`config.mk`:
```
export PLATFORM = sky130hd
export DESIGN_NAME = mux_input_change_events
export DESIGN_NICKNAME = d
export VERILOG_FILES = /design/src/rtl/mic_pkg.sv /design/src/rtl/mux_input_change_events.sv /design/src/rtl/mic_front.sv /design/src/rtl/mic_queue.sv /design/src/rtl/mic_back.sv
export SDC_FILE = /design/constraint.sdc
export NUM_CORES = 1
export LEC_CHECK = 0
export BUFFER_PORTS_ARGS = -buffer_cell sky130_fd_sc_hd__buf_2
export CAP_MARGIN = 20
export CORE_AREA = 2 2 144 132
export CTS_CLUSTER_SIZE = 14
export DETAILED_ROUTE_END_ITERATION = 8
export DIE_AREA = 0 0 146 134
export GPL_ROUTABILITY_DRIVEN = 0
export GPL_TIMING_DRIVEN = 0
export HOLD_SLACK_MARGIN = 0.05
export PLACE_DENSITY = 0.68
export SYNTH_ARGS = -nofsm -noshare
export SYNTH_HDL_FRONTEND = slang
export SYNTH_SLANG_ARGS = --single-unit
```
`constraint.sdc`:
```
create_clock -name clk -period 6.8 [get_ports clk]
set_input_delay 0.34 -clock clk [delete_from_list [all_inputs] [get_ports clk]]
set_output_delay 0.34 -clock clk [all_outputs]
set_load 0.02 [all_outputs]
```
`src/rtl/mic_pkg.sv`:
```
// ---------------------------------------------------------------------------
// mic_pkg
// Types, constants and helpers shared by the change-event scanner modules.
// ---------------------------------------------------------------------------
package mic_pkg;

	localparam int CHANNELS    = 16;
	localparam int CH_W        = $clog2(CHANNELS);
	localparam int QUEUE_DEPTH = 2;
	localparam int QPTR_W      = (QUEUE_DEPTH > 1) ? $clog2(QUEUE_DEPTH) : 1;
	localparam int QCNT_W      = $clog2(QUEUE_DEPTH + 1);

	localparam logic [CHANNELS-1:0] FULL_MASK = {CHANNELS{1'b1}};
	localparam logic [CHANNELS-1:0] HALF_MASK = {{(CHANNELS-8){1'b0}}, 8'hFF};

	typedef enum logic [1:0] {
		OP_UPDATE    = 2'd0,
		OP_RETRIGGER = 2'd1,
		OP_CLEAR     = 2'd2,
		OP_NONE      = 2'd3
	} opcode_t;

	typedef struct packed {
		opcode_t             opcode;
		logic [CHANNELS-1:0] sampled_levels;
	} req_t;

	typedef struct packed {
		logic [CH_W-1:0] channel;
		logic            is_release;
		logic            last;
	} evt_t;

	// One scheduled burst of events. Channels in mask_a go out first, then
	// those in mask_b, which are always presses.
	typedef struct packed {
		logic [CHANNELS-1:0] mask_a;
		logic [CHANNELS-1:0] mask_b;
		logic [CHANNELS-1:0] levels;
		logic                retrig;
	} job_t;

	// Index of the lowest set bit; zero when no bit is set.
	function automatic logic [CH_W-1:0] lowest_set(input logic [CHANNELS-1:0] m);
		logic [CH_W-1:0] idx;
		idx = '0;
		for (int i = CHANNELS - 1; i >= 0; i--) begin
			if (m[i]) idx = CH_W'(i);
		end
		return idx;
	endfunction

endpackage

```
`src/rtl/mux_input_change_events.sv`:
```
// ---------------------------------------------------------------------------
// mux_input_change_events
// Turns scanned input level vectors into press and release events.
// ---------------------------------------------------------------------------
// A request carries an opcode and a sampled level vector, bit k for channel k.
// An update emits one event per changed channel in ascending order; a
// retrigger emits a release for every high channel, then a press for every
// low one; a clear zeroes the stored levels and emits nothing. The event
// marked last closes the burst of one request. cfg_we writes half_size
// (eight channels when set, sixteen when clear).
// The front stage classifies a request in the cycle it is accepted and puts
// an event job into a two-entry queue. The back end walks that job at one
// event per cycle while the receiver does not stall, so a retrigger gives 8
// or 16 events; a request with no events never enters the queue. A job goes
// through the queue and the back-end masks before its first event is output.
// req_ready drops only while the queue is full. A stalled receiver holds the
// registered event and the back end waits; the front keeps accepting until
// the queue fills. Reset clears the stored levels, half_size and the queue.
// ---------------------------------------------------------------------------
module mux_input_change_events (
	input  logic          clk,
	input  logic          arst_n,
	input  logic          cfg_we,
	input  logic          cfg_wdata,
	input  logic          req_valid,
	output logic          req_ready,
	input  mic_pkg::req_t req,
	output logic          evt_valid,
	input  logic          evt_ready,
	output mic_pkg::evt_t evt
);
	import mic_pkg::*;

	logic push;
	job_t push_job;
	logic q_full;
	logic pop;
	logic q_valid;
	job_t q_job;

	mic_front u_front (
		.clk       (clk),
		.arst_n    (arst_n),
		.cfg_we    (cfg_we),
		.cfg_wdata (cfg_wdata),
		.req_valid (req_valid),
		.req_ready (req_ready),
		.req       (req),
		.q_full    (q_full),
		.push      (push),
		.push_job  (push_job)
	);

	mic_queue u_queue (
		.clk      (clk),
		.arst_n   (arst_n),
		.push     (push),
		.push_job (push_job),
		.full     (q_full),
		.pop      (pop),
		.q_valid  (q_valid),
		.q_job    (q_job)
	);

	mic_back u_back (
		.clk       (clk),
		.arst_n    (arst_n),
		.q_valid   (q_valid),
		.q_job     (q_job),
		.pop       (pop),
		.evt_valid (evt_valid),
		.evt_ready (evt_ready),
		.evt       (evt)
	);

endmodule

```
`src/rtl/mic_front.sv`:
```
// ---------------------------------------------------------------------------
// mic_front
// Accepts requests, keeps the stored level vector and turns each request
// into an event job for the back end.
// ---------------------------------------------------------------------------
module mic_front (
	input  logic          clk,
	input  logic          arst_n,
	input  logic          cfg_we,
	input  logic          cfg_wdata,
	input  logic          req_valid,
	output logic          req_ready,
	input  mic_pkg::req_t req,
	input  logic          q_full,
	output logic          push,
	output mic_pkg::job_t push_job
);
	import mic_pkg::*;

	logic                half_size_q;
	logic [CHANNELS-1:0] stored_q;
	logic [CHANNELS-1:0] amask;
	logic [CHANNELS-1:0] cur;
	logic                accept;

	assign req_ready = !q_full;
	assign accept    = req_valid && req_ready;
	assign amask     = half_size_q ? HALF_MASK : FULL_MASK;
	assign cur       = req.sampled_levels & amask;

	always_comb begin
		push_job = '0;
		unique case (req.opcode)
			OP_UPDATE: begin
				push_job.mask_a = (stored_q ^ cur) & amask;
				push_job.levels = cur;
			end
			OP_RETRIGGER: begin
				push_job.mask_a = cur;
				push_job.mask_b = ~cur & amask;
				push_job.levels = cur;
				push_job.retrig = 1'b1;
			end
			OP_CLEAR: push_job = '0;
			OP_NONE:  push_job = '0;
		endcase
	end

	// Requests that cause no event never reach the queue.
	assign push = accept && ((|push_job.mask_a) || (|push_job.mask_b));

	always_ff @(posedge clk or negedge arst_n) begin
		if (!arst_n) begin
			half_size_q <= 1'b0;
			stored_q    <= '0;
		end else begin
			if (cfg_we) half_size_q <= cfg_wdata;
			if (accept) begin
				unique case (req.opcode)
					OP_UPDATE:    stored_q <= cur;
					OP_RETRIGGER: stored_q <= cur;
					OP_CLEAR:     stored_q <= '0;
					OP_NONE:      stored_q <= stored_q;
				endcase
			end
		end
	end

endmodule

```
`src/rtl/mic_queue.sv`:
```
// ---------------------------------------------------------------------------
// mic_queue
// Short job queue that decouples request intake from event output.
// ---------------------------------------------------------------------------
module mic_queue (
	input  logic          clk,
	input  logic          arst_n,
	input  logic          push,
	input  mic_pkg::job_t push_job,
	output logic          full,
	input  logic          pop,
	output logic          q_valid,
	output mic_pkg::job_t q_job
);
	import mic_pkg::*;

	job_t              mem_q [QUEUE_DEPTH];
	logic [QPTR_W-1:0] wr_ptr_q;
	logic [QPTR_W-1:0] rd_ptr_q;
	logic [QCNT_W-1:0] count_q;

	assign full    = (count_q == QCNT_W'(QUEUE_DEPTH));
	assign q_valid = (count_q != '0);
	assign q_job   = mem_q[rd_ptr_q];

	function automatic logic [QPTR_W-1:0] next_ptr(input logic [QPTR_W-1:0] p);
		return (p == QPTR_W'(QUEUE_DEPTH - 1)) ? '0 : p + 1'b1;
	endfunction

	always_ff @(posedge clk) begin
		if (push) mem_q[wr_ptr_q] <= push_job;
	end

	always_ff @(posedge clk or negedge arst_n) begin
		if (!arst_n) begin
			wr_ptr_q <= '0;
			rd_ptr_q <= '0;
			count_q  <= '0;
		end else begin
			if (push) wr_ptr_q <= next_ptr(wr_ptr_q);
			if (pop)  rd_ptr_q <= next_ptr(rd_ptr_q);
			if (push && !pop)      count_q <= count_q + 1'b1;
			else if (pop && !push) count_q <= count_q - 1'b1;
		end
	end

endmodule

```
`src/rtl/mic_back.sv`:
```
// ---------------------------------------------------------------------------
// mic_back
// Walks the current job one channel per cycle while the event output is not
// stalled, and drives the registered event output.
// ---------------------------------------------------------------------------
module mic_back (
	input  logic          clk,
	input  logic          arst_n,
	input  logic          q_valid,
	input  mic_pkg::job_t q_job,
	output logic          pop,
	output logic          evt_valid,
	input  logic          evt_ready,
	output mic_pkg::evt_t evt
);
	import mic_pkg::*;

	logic [CHANNELS-1:0] mask_a_q;
	logic [CHANNELS-1:0] mask_b_q;
	logic [CHANNELS-1:0] levels_q;
	logic                retrig_q;
	logic                evt_valid_q;
	evt_t                evt_q;

	logic                work_nz;
	logic                can_emit;
	logic                emit;
	logic                use_a;
	logic [CHANNELS-1:0] sel;
	logic [CH_W-1:0]     ch;
	logic                rel;
	logic [CHANNELS-1:0] a_next;
	logic [CHANNELS-1:0] b_next;
	logic                rem_zero;

	assign work_nz  = (|mask_a_q) || (|mask_b_q);
	assign can_emit = !evt_valid_q || evt_ready;
	assign emit     = can_emit && work_nz;
	assign use_a    = |mask_a_q;
	assign sel      = use_a ? mask_a_q : mask_b_q;
	assign ch       = lowest_set(sel);
	assign rel      = use_a ? (retrig_q || levels_q[ch]) : 1'b0;
	assign a_next   = use_a ? (mask_a_q & (mask_a_q - 1'b1)) : mask_a_q;
	assign b_next   = use_a ? mask_b_q : (mask_b_q & (mask_b_q - 1'b1));
	assign rem_zero = (a_next == '0) && (b_next == '0);

	// The next job loads in the same cycle as the final event of this one.
	assign pop = q_valid && (!work_nz || (emit && rem_zero));

	assign evt_valid = evt_valid_q;
	assign evt       = evt_q;

	always_ff @(posedge clk or negedge arst_n) begin
		if (!arst_n) begin
			mask_a_q    <= '0;
			mask_b_q    <= '0;
			evt_valid_q <= 1'b0;
		end else begin
			if (can_emit) evt_valid_q <= work_nz;
			// A pop during an emit only happens on the final event, when both
			// remaining masks are already empty.
			if (pop) begin
				mask_a_q <= q_job.mask_a;
				mask_b_q <= q_job.mask_b;
			end else if (emit) begin
				mask_a_q <= a_next;
				mask_b_q <= b_next;
			end
		end
	end

	always_ff @(posedge clk) begin
		if (emit) begin
			evt_q.channel    <= ch;
			evt_q.is_release <= rel;
			evt_q.last       <= rem_zero;
		end
		if (pop) begin
			levels_q <= q_job.levels;
			retrig_q <= q_job.retrig;
		end
	end

endmodule

```
==> qor.yml <==
run_status:
  status: "finished clean"
final_layout:
  final_cells: 943
  syn_to_final_growth_pct: 14.3
  fillers: 1579
  antenna_cells: 0
  fin_nets: 710
  drive_above_1_share_pct: 17.2
  stdcell_area_sq_um: 9170
die:
  die_area_sq_um: 19600
  num_rows: 47
  coreArea_sq_um: 18100
  initial_core_util_pct: 44.3
  die_y_um: 134
  die_w_um: 146
  io_pins: 32
drt:
  wl_per_cell_um: 19.5
  dr.first_iter.drc_count: 543
  vias: 5328
  ant_nets: 0
  viasPerCell: 5.65
  drt-total-wl_mm: 18.4
  drc: 0
  first_pass_iters: 5
synthesis:
  synth_edf_count: 121
  yosysTopAreaCell: "edfxtp_1"
  synth.distinct_cells: 66
  synthArstFlopShare_pct: 30.9
  synthesis.area_sq_um: 8020
  synthTopCellsByArea: "edfxtp_1 45%, dfrtp_1 17%, mux2i_1 4.9%, o21ai_0 3.2%, nor2_1 3.1%"
  synth_fp_nets: 654
  synth.top_cell.area_share_pct: 45.3
  synth_common_cells: "121 x edfxtp_1, 66 x nor2_1, 54 x dfrtp_1"
  ys_warn_count: 0
  synth-seq-cells: 175
  yosysMostFrequentCell: "edfxtp_1"
  syn_inst: 629
  seq_area_frac_synth_pct: 62.1
  syn_area_per_cell_sq_um: 12.8
  synth_ff_type: "edfxtp_1"
clock_tree:
  clk_pin_slew_worst_paths_ns: 0.06
  cts.sinks: 175
  htreeDepth: 4
  post_cts_resized: 0
  cts_root_buf: "clkbuf_16"
  cts_buffer_depth: 2
  cts_tree: "built"
  post_cts_buffers: 0
  insertion_delay_ns: 0.43
  cts_buffers: 17
worst_hold_path:
  hold_class: "in2reg"
  hold_path_startpoint: "cfg_wdata"
  worstHoldPathCells: 2
place:
  place_inst: 910
  dp_slack_ns: 2.74
  numPortBuffers: 30
  dpl-instance-area_sq_um: 8580
  hpwl_mm: 13.2
global_route:
  track_usage_pct: 19.5
  grt_pass1_vias: 5179
  grt_max_degree: 40
  antenna_found_initial: 0
  grt_pass1_wl_mm: 28.9
  overflow: 0
critical_path:
  critPathLaunch: "u_back.mask_a_q[13]"
  cp_slowest_cell: "inv_1"
  rrSetupSlack_ns: 2.69
  slowest_delay_ns: 0.54
  worstSetupPathType: "reg2reg"
  reg2regPathDepth: 13
  critPathLaunchType: "flop"
  cp_cell_sequence: "buf_4 > or4_1 > buf_2 > nor3_1 > and2_1 > nand3_2 > o31a_1 > o32ai_1 > nand4_1 > nor2_1 > o22ai_1 > buf_2 > inv_1"
  required_ns: 6.86
  crit_top_cell: "buf_2"
  end_kind: "flop"
  cp_max_fo: 17
  rr_startpoint: "u_back.mask_a_q[13]"
  arrival_ns: 4.18
timing:
  post-route-period-util_pct: 60.5
  drv_slew: 0
  setup_tns_ns: 0
  setup_ws_ns: 2.69
  skew_ns: 0.0118
  rsz0062_at_grt: "false"
  hold_viol: 0
  fmax_ghz: 0.243
  finalSetupViolCount: 0
  worst_slew_pin_slew_ns: 0.844
  finalWorstPathRequiredPeriod_ns: 4.11
  slew_headroom_pct: 43.4
flow_run:
  max-cap-violations: 0
## sequential cells by signal, summed over array words and instances (netlist names), 2 cells and up
register / flops
u_back.evt: 6
u_back.levels_q: 16
u_back.mask_a_q: 16
u_back.mask_b_q: 16
u_front.stored_q: 16
u_queue.count_q: 2
u_queue.mem_q: 98
## placed cells by master, fill, tap and decap left out, types with 17 or more instances in the layout
cell type	count
mux2_2	20
o21ai_0	51
buf_2	33
mux2i_1	39
dfrtp_1	54
xnor2_1	18
edfxtp_1	121
clkbuf_1	21
nor2_1	66
nor2b_1	26
clkbuf_16	17
nand2_1	21
a22o_1	17
## final timing paths
| path | end |
|---|---|
| hold / removal | u_front.half_size_q |
| hold reg to reg | u_front.stored_q[3] |
| setup / recovery | u_back.levels_q[13] |
| max in group asynchronous | u_front.half_size_q |
| setup reg to reg | u_back.levels_q[13] |
| min in group asynchronous | u_back.mask_a_q[5] |
## per-layer routing
metal | GRT usage, % | routed length, um | up-vias
met5 | 0 | 0 | -
met4 | 6.15 | 366 | 0
met3 | 4.39 | 1160 | 30
met2 | 29.6 | 8340 | 193
met1 | 28.1 | 8530 | 2626
li1 | - | - | 2479
## what timing repair did
| item | 4_1_cts | 5_1_grt |
|---|---|---|
| hold buffers | 1 | 0 |
| setup endpoints to repair | 0 | 0 |
| endpoints found under the hold margin | 15 | 0 |
## critical path: cells and delay by family, from the launching register on
kind                   cells  cell delay [ns]
AO/OA/AOI/OAI              3             0.62
AND/OR/NAND/NOR            6             1.55
flip-flops                 1             0.38
buffers and inverters      4             1.19
## stage by stage
stage | hold slack [ns] | utilization (%)
4_1_cts | 0.154 | 50.6
2_1_floorplan | 0.0444 | -
3_5_place_dp | 0.281 | 47.4
3_3_place_gp | 0.474 | 46.8
5_1_grt | 0.174 | 50.6
6_report | 0.168 | 50.6
## cells by family after synthesis
| logic type | synth area share, % |
|---|---|
| buf+inv | 3.10 |
| mux | 8.05 |
| xor+xnor | 2.29 |
| compound gates | 12.0 |
| flops | 62.1 |
| simple gates | 12.2 |
| fa+ha+maj | 0.281 |
## cell type report
type / instances / area (sq um) / share of cell area, %
buffer: 34 / 193 / 2.10
clock buffer: 17 / 425 / 4.64
clock inverter: 15 / 154 / 1.68
inverter: 15 / 56.3 / 0.614
multi-input combinational: 405 / 2800 / 30.5
sequential: 175 / 4980 / 54.4
tap: 245 / 307 / 3.34
timing repair buffer: 37 / 253 / 2.76
Power is not shown: default switching activity piles up to over one toggle a cycle in this logic, so the estimate is an artifact.
